<file path="src/hdl/swdds_pkg.sv">
// ----------------------------------------------------------------------------
// swdds_pkg: shared types and constants
// Field widths, register codes and the reciprocal tables used for the
// decimal split of the distance.
// ----------------------------------------------------------------------------
package swdds_pkg;

	localparam int unsigned COUNT_W  = 16;  // wheel count width
	localparam int unsigned SUM_W    = 17;  // left + right
	localparam int unsigned SCALE_W  = 7;
	localparam int unsigned TPS_W    = 16;
	localparam int unsigned CFG_W    = 16;  // widest register
	localparam int unsigned PROD_W   = 24;  // sum * scale, below 2^24
	localparam int unsigned RECIP_W  = 25;  // reciprocal multiplier width
	localparam int unsigned MUL_W    = PROD_W + RECIP_W;
	localparam int unsigned SHIFT_W  = 6;
	localparam int unsigned QUOT_W   = 18;  // product / 100 at most
	localparam int unsigned DIGIT_W  = 4;
	localparam int unsigned POS_W    = 2;
	localparam int unsigned DIV_N    = 5;   // divisors 10^2 .. 10^6
	localparam int unsigned DIV_IDX_W = 3;

	typedef logic [0:0] cfg_index_t;

	localparam cfg_index_t REG_TICKS_PER_SECOND = 1'b0;
	localparam cfg_index_t REG_DISTANCE_SCALE   = 1'b1;

	localparam logic [TPS_W-1:0]   TPS_RESET   = 16'd1000;
	localparam logic [SCALE_W-1:0] SCALE_RESET = 7'd12;

	localparam logic [POS_W-1:0]   POS_UNITS     = 2'd0;
	localparam logic [POS_W-1:0]   POS_TENS      = 2'd1;
	localparam logic [POS_W-1:0]   POS_HUNDREDS  = 2'd2;
	localparam logic [POS_W-1:0]   POS_THOUSANDS = 2'd3;

	localparam logic [DIGIT_W-1:0] BLANK_DIGIT = 4'hF;
	localparam logic [DIGIT_W-1:0] MAX_DIGIT   = 4'd9;

	// floor(p / d) == (p * m) >> (PROD_W + l), m = ceil(2^(PROD_W+l) / d),
	// l = ceil(log2 d); exact for every p below 2^PROD_W.
	localparam logic [RECIP_W-1:0] RECIP_MUL [DIV_N] = '{
		RECIP_W'(((64'd1 << (PROD_W + 7))  + 64'd99)      / 64'd100),
		RECIP_W'(((64'd1 << (PROD_W + 10)) + 64'd999)     / 64'd1000),
		RECIP_W'(((64'd1 << (PROD_W + 14)) + 64'd9999)    / 64'd10000),
		RECIP_W'(((64'd1 << (PROD_W + 17)) + 64'd99999)   / 64'd100000),
		RECIP_W'(((64'd1 << (PROD_W + 20)) + 64'd999999)  / 64'd1000000)
	};

	localparam logic [SHIFT_W-1:0] RECIP_SHIFT [DIV_N] = '{
		SHIFT_W'(PROD_W + 7),
		SHIFT_W'(PROD_W + 10),
		SHIFT_W'(PROD_W + 14),
		SHIFT_W'(PROD_W + 17),
		SHIFT_W'(PROD_W + 20)
	};

	// scan position and the time digit shown there
	typedef struct packed {
		logic [POS_W-1:0]   position;
		logic [DIGIT_W-1:0] digit;
	} clock_view_t;

endpackage

</file>
<file path="src/hdl/swdds_tick_if.sv">
// ----------------------------------------------------------------------------
// swdds_tick_if: tick channel
// One transfer per tick, carrying both wheel counts.
// ----------------------------------------------------------------------------
interface swdds_tick_if;
	import swdds_pkg::*;

	logic               valid;
	logic               ready;
	logic [COUNT_W-1:0] left_count;
	logic [COUNT_W-1:0] right_count;

	modport source (output valid, output left_count, output right_count, input ready);
	modport sink   (input valid, input left_count, input right_count, output ready);
endinterface

</file>
<file path="src/hdl/swdds_digit_if.sv">
// ----------------------------------------------------------------------------
// swdds_digit_if: digit channel
// One transfer per tick: scan position, time digit and distance digit.
// ----------------------------------------------------------------------------
interface swdds_digit_if;
	import swdds_pkg::*;

	logic               valid;
	logic               ready;
	logic [POS_W-1:0]   digit_position;
	logic [DIGIT_W-1:0] clock_digit;
	logic [DIGIT_W-1:0] distance_digit;

	modport source (output valid, output digit_position, output clock_digit,
		output distance_digit, input ready);
	modport sink   (input valid, input digit_position, input clock_digit,
		input distance_digit, output ready);
endinterface

</file>
<file path="src/hdl/swdds_clock.sv">
// ----------------------------------------------------------------------------
// swdds_clock: BCD stopwatch and scan position
// Advances the time counters on each tick, all carries in one go, and
// presents the scan position with the updated time digit there.
// ----------------------------------------------------------------------------
module swdds_clock (
	input  logic                          clk,
	input  logic                          arst_n,
	input  logic                          tick_en,
	input  logic [swdds_pkg::TPS_W-1:0]   ticks_per_second,
	output swdds_pkg::clock_view_t        view
);
	import swdds_pkg::*;

	logic [TPS_W-1:0] sub_q, sub_inc, sub_d;
	logic [3:0]       su_q, su_inc, su_d;
	logic [2:0]       st_q, st_inc, st_d;
	logic [3:0]       mu_q, mu_inc, mu_d;
	logic [3:0]       mt_q, mt_inc, mt_d;
	logic [POS_W-1:0] pos_q;
	logic             c_sub, c_su, c_st, c_mu;

	always_comb begin
		sub_inc = sub_q + 1'b1;
		c_sub   = (sub_inc == ticks_per_second);
		sub_d   = c_sub ? '0 : sub_inc;

		su_inc = su_q + 1'b1;
		c_su   = c_sub && (su_inc >= 4'd10);
		su_d   = c_sub ? (c_su ? 4'd0 : su_inc) : su_q;

		st_inc = st_q + 1'b1;
		c_st   = c_su && (st_inc >= 3'd6);
		st_d   = c_su ? (c_st ? 3'd0 : st_inc) : st_q;

		mu_inc = mu_q + 1'b1;
		c_mu   = c_st && (mu_inc >= 4'd10);
		mu_d   = c_st ? (c_mu ? 4'd0 : mu_inc) : mu_q;

		mt_inc = mt_q + 1'b1;
		mt_d   = c_mu ? ((mt_inc >= 4'd10) ? 4'd0 : mt_inc) : mt_q;
	end

	always_comb begin
		view.position = pos_q;
		case (pos_q)
			POS_UNITS:    view.digit = su_d;
			POS_TENS:     view.digit = {1'b0, st_d};
			POS_HUNDREDS: view.digit = mu_d;
			default:      view.digit = mt_d;
		endcase
	end

	always_ff @(posedge clk or negedge arst_n) begin
		if (!arst_n) begin
			sub_q <= '0;
			su_q  <= '0;
			st_q  <= '0;
			mu_q  <= '0;
			mt_q  <= '0;
			pos_q <= POS_UNITS;
		end else if (tick_en) begin
			sub_q <= sub_d;
			su_q  <= su_d;
			st_q  <= st_d;
			mu_q  <= mu_d;
			mt_q  <= mt_d;
			pos_q <= pos_q + 1'b1;
		end
	end

endmodule

</file>
<file path="src/hdl/stopwatch_distance_digit_scanner.sv">
// ----------------------------------------------------------------------------
// stopwatch_distance_digit_scanner: multiplexed stopwatch / distance digits
// Keeps a BCD mm:ss stopwatch and scans four display digits, giving the
// time digit and the wheel distance digit for each scan position.
// ----------------------------------------------------------------------------
// Usage: one tick transfer is taken every clock cycle while the output side
// keeps up, and each tick gives exactly one digit transfer after passing the
// input stage, scale multiply, reciprocal multiply and result register. The
// arithmetic pipeline does, in order: sum of the wheel counts, the
// multiply by the scale register, then a pair of reciprocal multiplies that
// divide the scaled product by 100 * 10^position and by ten times that. The
// stopwatch itself updates in the cycle a tick is taken, so the time digit
// in a result reflects that tick. Backpressure on the digit channel stalls
// the whole pipeline without losing or repeating anything. Write the two
// registers only while no tick is in flight.
// ----------------------------------------------------------------------------
module stopwatch_distance_digit_scanner (
	input  logic                          clk,
	input  logic                          arst_n,
	input  logic                          cfg_wen,
	input  swdds_pkg::cfg_index_t         cfg_index,
	input  logic [swdds_pkg::CFG_W-1:0]   cfg_wdata,
	swdds_tick_if.sink                    tick,
	swdds_digit_if.source                 digit
);
	import swdds_pkg::*;

	// configuration registers
	logic [TPS_W-1:0]   tps_q;
	logic [SCALE_W-1:0] scale_q;

	always_ff @(posedge clk or negedge arst_n) begin
		if (!arst_n) begin
			tps_q   <= TPS_RESET;
			scale_q <= SCALE_RESET;
		end else if (cfg_wen) begin
			case (cfg_index)
				REG_TICKS_PER_SECOND: tps_q   <= cfg_wdata[TPS_W-1:0];
				REG_DISTANCE_SCALE:   scale_q <= cfg_wdata[SCALE_W-1:0];
				default: ;
			endcase
		end
	end

	// flow control: a stage loads when it is empty or its content moves on
	logic v_s1, v_s2, v_s3, out_valid_q;
	logic free_s1, free_s2, free_s3;
	logic take;

	assign free_s3    = !out_valid_q || digit.ready;
	assign free_s2    = !v_s3 || free_s3;
	assign free_s1    = !v_s2 || free_s2;
	assign tick.ready = !v_s1 || free_s1;
	assign take       = tick.valid && tick.ready;

	// stopwatch advances on every tick transfer
	clock_view_t view_now;

	swdds_clock u_clock (
		.clk              (clk),
		.arst_n           (arst_n),
		.tick_en          (take),
		.ticks_per_second (tps_q),
		.view             (view_now)
	);

	// stage 1: summed wheel counts
	logic [SUM_W-1:0]  sum_s1;
	clock_view_t       view_s1;

	// stage 2: scaled product, below 2^24
	logic [PROD_W-1:0] prod_s2;
	clock_view_t       view_s2;

	// stage 3: quotient at this position and the low nibble of the next one
	logic [QUOT_W-1:0]  lo_s3;
	logic [DIGIT_W-1:0] hi_s3;
	clock_view_t        view_s3;

	// result register
	logic [POS_W-1:0]   pos_q;
	logic [DIGIT_W-1:0] clkd_q;
	logic [DIGIT_W-1:0] distd_q;

	always_ff @(posedge clk or negedge arst_n) begin
		if (!arst_n) begin
			v_s1        <= 1'b0;
			v_s2        <= 1'b0;
			v_s3        <= 1'b0;
			out_valid_q <= 1'b0;
		end else begin
			if (tick.ready) v_s1 <= take;
			if (free_s1)    v_s2 <= v_s1;
			if (free_s2)    v_s3 <= v_s2;
			if (free_s3)    out_valid_q <= v_s3;
		end
	end

	// reciprocal division: lo = product / (100 * 10^pos), hi = lo / 10
	logic [DIV_IDX_W-1:0] idx_lo, idx_hi;
	logic [MUL_W-1:0]     mul_lo, mul_hi;
	logic [QUOT_W-1:0]    lo_d;
	logic [DIGIT_W-1:0]   hi_d;

	always_comb begin
		idx_lo = {1'b0, view_s2.position};
		idx_hi = idx_lo + 1'b1;
		mul_lo = MUL_W'(prod_s2) * MUL_W'(RECIP_MUL[idx_lo]);
		mul_hi = MUL_W'(prod_s2) * MUL_W'(RECIP_MUL[idx_hi]);
		lo_d   = QUOT_W'(mul_lo >> RECIP_SHIFT[idx_lo]);
		hi_d   = DIGIT_W'(mul_hi >> RECIP_SHIFT[idx_hi]);
	end

	// digit = lo - 10 * hi, known to be 0..9, so four bits suffice;
	// the thousands digit blanks when the quotient exceeds nine
	logic [DIGIT_W-1:0] dist_digit_d;

	always_comb begin
		if (view_s3.position == POS_THOUSANDS) begin
			dist_digit_d = (lo_s3 > QUOT_W'(MAX_DIGIT)) ? BLANK_DIGIT : lo_s3[DIGIT_W-1:0];
		end else begin
			dist_digit_d = lo_s3[DIGIT_W-1:0] - DIGIT_W'(hi_s3 * 4'd10);
		end
	end

	always_ff @(posedge clk) begin
		if (take) begin
			sum_s1  <= SUM_W'(tick.left_count) + SUM_W'(tick.right_count);
			view_s1 <= view_now;
		end
		if (free_s1 && v_s1) begin
			prod_s2 <= PROD_W'(sum_s1) * PROD_W'(scale_q);
			view_s2 <= view_s1;
		end
		if (free_s2 && v_s2) begin
			lo_s3   <= lo_d;
			hi_s3   <= hi_d;
			view_s3 <= view_s2;
		end
		if (free_s3 && v_s3) begin
			pos_q   <= view_s3.position;
			clkd_q  <= view_s3.digit;
			distd_q <= dist_digit_d;
		end
	end

	assign digit.valid          = out_valid_q;
	assign digit.digit_position = pos_q;
	assign digit.clock_digit    = clkd_q;
	assign digit.distance_digit = distd_q;

endmodule
</file>
<file path="src/flat_wrapper.sv">
// flat-port wrapper written by rule: the top's interface ports become plain ports
module stopwatch_distance_digit_scanner_flat import swdds_pkg::*;
  (clk, arst_n, cfg_wen, cfg_index, cfg_wdata, tick_valid, tick_left_count, tick_right_count, tick_ready, digit_valid, digit_digit_position, digit_clock_digit, digit_distance_digit, digit_ready);
  swdds_tick_if tick_i ();
  swdds_digit_if digit_i ();
  input  logic clk;
  input  logic arst_n;
  input  logic cfg_wen;
  input  swdds_pkg::cfg_index_t cfg_index;
  input  logic [swdds_pkg::CFG_W-1:0] cfg_wdata;
  input wire logic [$bits(tick_i.valid)-1:0] tick_valid;
  input wire logic [$bits(tick_i.left_count)-1:0] tick_left_count;
  input wire logic [$bits(tick_i.right_count)-1:0] tick_right_count;
  output wire logic [$bits(tick_i.ready)-1:0] tick_ready;
  output wire logic [$bits(digit_i.valid)-1:0] digit_valid;
  output wire logic [$bits(digit_i.digit_position)-1:0] digit_digit_position;
  output wire logic [$bits(digit_i.clock_digit)-1:0] digit_clock_digit;
  output wire logic [$bits(digit_i.distance_digit)-1:0] digit_distance_digit;
  input wire logic [$bits(digit_i.ready)-1:0] digit_ready;
  assign tick_i.valid = tick_valid;
  assign tick_i.left_count = tick_left_count;
  assign tick_i.right_count = tick_right_count;
  assign tick_ready = tick_i.ready;
  assign digit_valid = digit_i.valid;
  assign digit_digit_position = digit_i.digit_position;
  assign digit_clock_digit = digit_i.clock_digit;
  assign digit_distance_digit = digit_i.distance_digit;
  assign digit_i.ready = digit_ready;
  stopwatch_distance_digit_scanner u_core (.clk(clk), .arst_n(arst_n), .cfg_wen(cfg_wen), .cfg_index(cfg_index), .cfg_wdata(cfg_wdata), .tick(tick_i), .digit(digit_i));
endmodule
</file>
<file path="config.mk">
export PLATFORM = sky130hd
export DESIGN_NAME = stopwatch_distance_digit_scanner_flat
export DESIGN_NICKNAME = d
export VERILOG_FILES = /design/src/hdl/swdds_pkg.sv /design/src/hdl/swdds_tick_if.sv /design/src/hdl/swdds_digit_if.sv /design/src/hdl/swdds_clock.sv /design/src/hdl/stopwatch_distance_digit_scanner.sv /design/src/flat_wrapper.sv
export SDC_FILE = /design/constraint.sdc
export NUM_CORES = 2
export LEC_CHECK = 0
export BUFFER_PORTS_ARGS = -buffer_cell sky130_fd_sc_hd__buf_2
export CORE_MARGIN = 2
export CORE_UTILIZATION = 60
export CTS_CLUSTER_DIAMETER = 80
export DETAILED_ROUTE_END_ITERATION = 16
export GPL_TIMING_DRIVEN = 1
export PLACE_DENSITY = 0.79
export SYNTH_ARGS = -nofsm -noshare
export SYNTH_HDL_FRONTEND = slang
export SYNTH_SLANG_ARGS = --single-unit
</file>
<file path="constraint.sdc">
create_clock -name clk -period 9.5 [get_ports clk]
set_input_delay 1.9 -clock clk [delete_from_list [all_inputs] [get_ports clk]]
set_output_delay 1.9 -clock clk [all_outputs]
set_load 0.1 [all_outputs]
</file>
==> key figures <==
Synth
  – Syn. warnings: 0
  – Synth async-reset ratio: 40.0%
  – Netlist cell types: 100
  – Sequential area share after synthesis: 8.83%
  – Post-Syn Area: 47700 sq um
  – Main flop type after synthesis: edfxtp_1
  – #FFs+latches synth: 150
  – Synth Net Count: 6601
  – Number of synthesized flops with an enable pin: 90
  – Avg Synthesized Cell Area: 9.49 sq um
  – Post-Syn Instances: 5030

Timing
  – Final worst path period need: 9.22 ns
  – Worst Hold Margin: 0.418 ns
  – Clock skew: 0.0265 ns
  – Worst slew pin tran: 1.23 ns
  – Fmax: 108 MHz
  – Post-Route Setup TNS: 0 ns
  – Slew headroom: 17.5%
  – Hold Fails Final Rpt: 0
  – Setup violations, final: 0
  – Pins Over Slew Limit: 0
  – Fin crit share: 97.1%

Global routing
  – GRT busiest layer: met2
  – Met3 Use GR: 7.73%
  – Met2 GRT Util: 61.0%
  – GRT Total Usage: 38.3%
  – Total congestion overflow: 0
  – Global Route met1 Usage: 50.3%
  – Vias in the first global route: 38200
  – Global-route wire length before repair: 232000 um
  – Initial antenna violation count: 3
  – Largest net degree at the start of global routing: 63

Clock network
  – CTS root buffer: clkbuf_16
  – Clk slew on worst S/H paths: 0.08 ns
  – Hold buffers post-CTS: 0
  – CTS sink count: 150
  – H-tree depth: 4
  – CTS Buffer Depth: 2
  – CTS buffer count: 17
  – Clock latency at the later pin of the worst-skew pair: 0.48 ns
  – CTS tree: built

Setup path
  – Critical-path maximum fanout: 8
  – Crit path launch type: flip-flop
  – Crit Path Class: flip-flop to flip-flop
  – R2R depth: 24
  – Crit-path cells: clkinv_1 -> ha_1 -> nor2b_1 -> fa_1 -> fa_1 -> fa_1 -> fa_1 -> inv_1 -> fa_1 -> inv_1 -> fa_1 -> fa_1 -> ha_1 -> a21oi_1 -> o211ai_1 -> a31o_2 -> and3_1 -> a21oi_1 -> o21ai_1 -> or4_1 -> o2111ai_1 -> o22ai_1 -> o22a_1 -> a221o_1
  – CP Depth: 24
  – Worst endpoint required time: 9.72 ns
  – CP Capture Type: flip-flop
  – CP max stage cell: nor2b_1
  – Reg2reg setup slack: 0.28 ns
  – Crit path DAT: 9.44 ns
  – Worst Path Buf+Inv: 3
  – Most frequent CP cell: fa_1
  – Max stage delay on crit path: 0.95 ns
  – Critical path's top delay family: adder cells

Cells and area
  – NumNets Final: 6623
  – Most common cell after layout, fill and taps aside: inv_1
  – Design area: 50100 sq um
  – Most frequent cells in the layout: 1247 x inv_1, 988 x fa_1, 526 x ha_1
  – Layout cell share with drive strength beyond 1: 6.73%
  – Area grow syn2layout: 5.03%
  – Layout fillers: 6626

Floorplanning
  – I/O pin count: 66
  – Die ar.: 81800 sq um
  – Die X-Extent: 286 um
  – Initial core utilization: 60.5%
  – Core area: 78900 sq um
  – Rows: 103
  – Die Height: 286 um

Drt
  – Drt via density: 5.93
  – Overall routed net length: 151000 um
  – DRC violations left: 0
  – DR WL/cell: 24.8 um
  – Vias: 36300
  – Final ANT Viol Nets: 0
  – Drt first pass iters: 7
  – Initial DRC Count: 3422

Job
  – Max_cap viols: 0

Placement
  – Dpl cell area: 49500 sq um
  – Dpl hpwl: 132000 um
  – # port buffers: 65
  – GPL Wtd Cong: 1.06

Hold path
  – Hold-critical path depth: 0
  – Hold crit path type: flip-flop to flip-flop

Outcome
  – Status: finished, final reports clean
==> final timing paths <==
kind                                                  start                               endpoint
worst min-delay path            u_core.view_s3[2]$_DFFE_PP_  u_core.digit.clock_digit[2]$_DFFE_PP_
max in group asynchronous                            arst_n          u_core.scale_q[4]$_DFFE_PN0P_
worst min register to register  u_core.view_s3[2]$_DFFE_PP_  u_core.digit.clock_digit[2]$_DFFE_PP_
worst max register to register   u_core.idx_lo[0]$_DFFE_PP_             u_core.lo_s3[11]$_DFFE_PP_
min in group asynchronous                            arst_n   u_core.u_clock.sub_q[13]$_DFFE_PN0P_
worst max-delay path             u_core.idx_lo[0]$_DFFE_PP_             u_core.lo_s3[11]$_DFFE_PP_
==> cell type report <==
type	instances	area [sq um]	area share [%]
timing repair buffer	178	1180	2.35
tap	1050	1310	2.62
clock buffer	17	425	0.849
sequential	150	4210	8.41
multi-input combinational	3450	38100	76.0
antenna	3	7.51	0.0150
clock inverter	15	176	0.352
inverter	1255	4710	9.40
==> timing repair <==
item | CTS | global route
setup buffers | 0 | 0
gates resized for setup | 0 | 9
hold endpoints to repair | 0 | 0
endpoints found under the setup margin | 0 | 8
==> through the flow <==
step / worst slack [ns] / util (%) / std cells
finish: 0.278 / 63.5 / 6118
global route: -0.0111 / 63.5 / 6115
CTS: 0.215 / 63.5 / 6115
detailed placement: 0.252 / 62.7 / 6083
global placement: 0.177 / 62.7 / 6083
floorplan: 0.00181 / - / 5030
==> metal layers <==
metal,part of all wire (%),vias to the layer above
li1,-,15800
met1,39,18200
met2,46,1799
met3,9.0,414
met4,5.7,4
met5,0.017,-
==> Yosys cell counts, drive strengths merged, types with 36 or more instances <==
| master | instances | area (sq um) |
|---|---|---|
| inv | 1248 | 4680 |
| fa | 988 | 19800 |
| ha | 529 | 6620 |
| nand2 | 433 | 1630 |
| nor2 | 216 | 811 |
| a21oi | 151 | 763 |
| clkbuf | 146 | 598 |
| o21ai | 134 | 682 |
| and2 | 106 | 663 |
| edfxtp | 90 | 2700 |
| xnor2 | 84 | 743 |
| nand2b | 64 | 408 |
| nor2b | 64 | 400 |
| mux2 | 59 | 668 |
| dfrtp | 52 | 1300 |
| mux2i | 47 | 470 |
| nand3 | 47 | 240 |
| a21o | 46 | 345 |
| nor3 | 45 | 225 |
| nand4 | 36 | 225 |
==> worst register-to-register path, stage by stage (launching register included) <==
cell	delay, ns
edfxtp_1	0.38
clkinv_1	0.23
ha_1	0.31
nor2b_1	0.95
fa_1	0.61
fa_1	0.52
fa_1	0.51
fa_1	0.51
inv_1	0.06
fa_1	0.56
inv_1	0.06
fa_1	0.47
fa_1	0.40
ha_1	0.42
a21oi_1	0.31
o211ai_1	0.17
a31o_2	0.33
and3_1	0.22
a21oi_1	0.44
o21ai_1	0.19
or4_1	0.50
o2111ai_1	0.17
o22ai_1	0.14
o22a_1	0.25
a221o_1	0.26
==> flip-flops by register name (all words and copies together) (netlist names), 6 cells and up <==
register,flops
u_core.prod_s2,24
u_core.lo_s3,18
u_core.sum_s1,17
u_core.tps_q,16
u_core.u_clock.sub_q,16
u_core.scale_q,7
u_core.view_s1,6
u_core.view_s3,6
==> cells by family after synthesis <==
group | synth area share (%)
adder cells (fa/ha/maj) | 55.3
buffers and inverters | 11.5
AND/OR/NAND/NOR | 11.1
AO/OA/AOI/OAI | 8.34
flip-flops | 8.83
XOR/XNOR | 2.15
multiplexers | 2.76
Power is not shown: default switching activity piles up to over one toggle a cycle in this logic, so the estimate is an artifact.
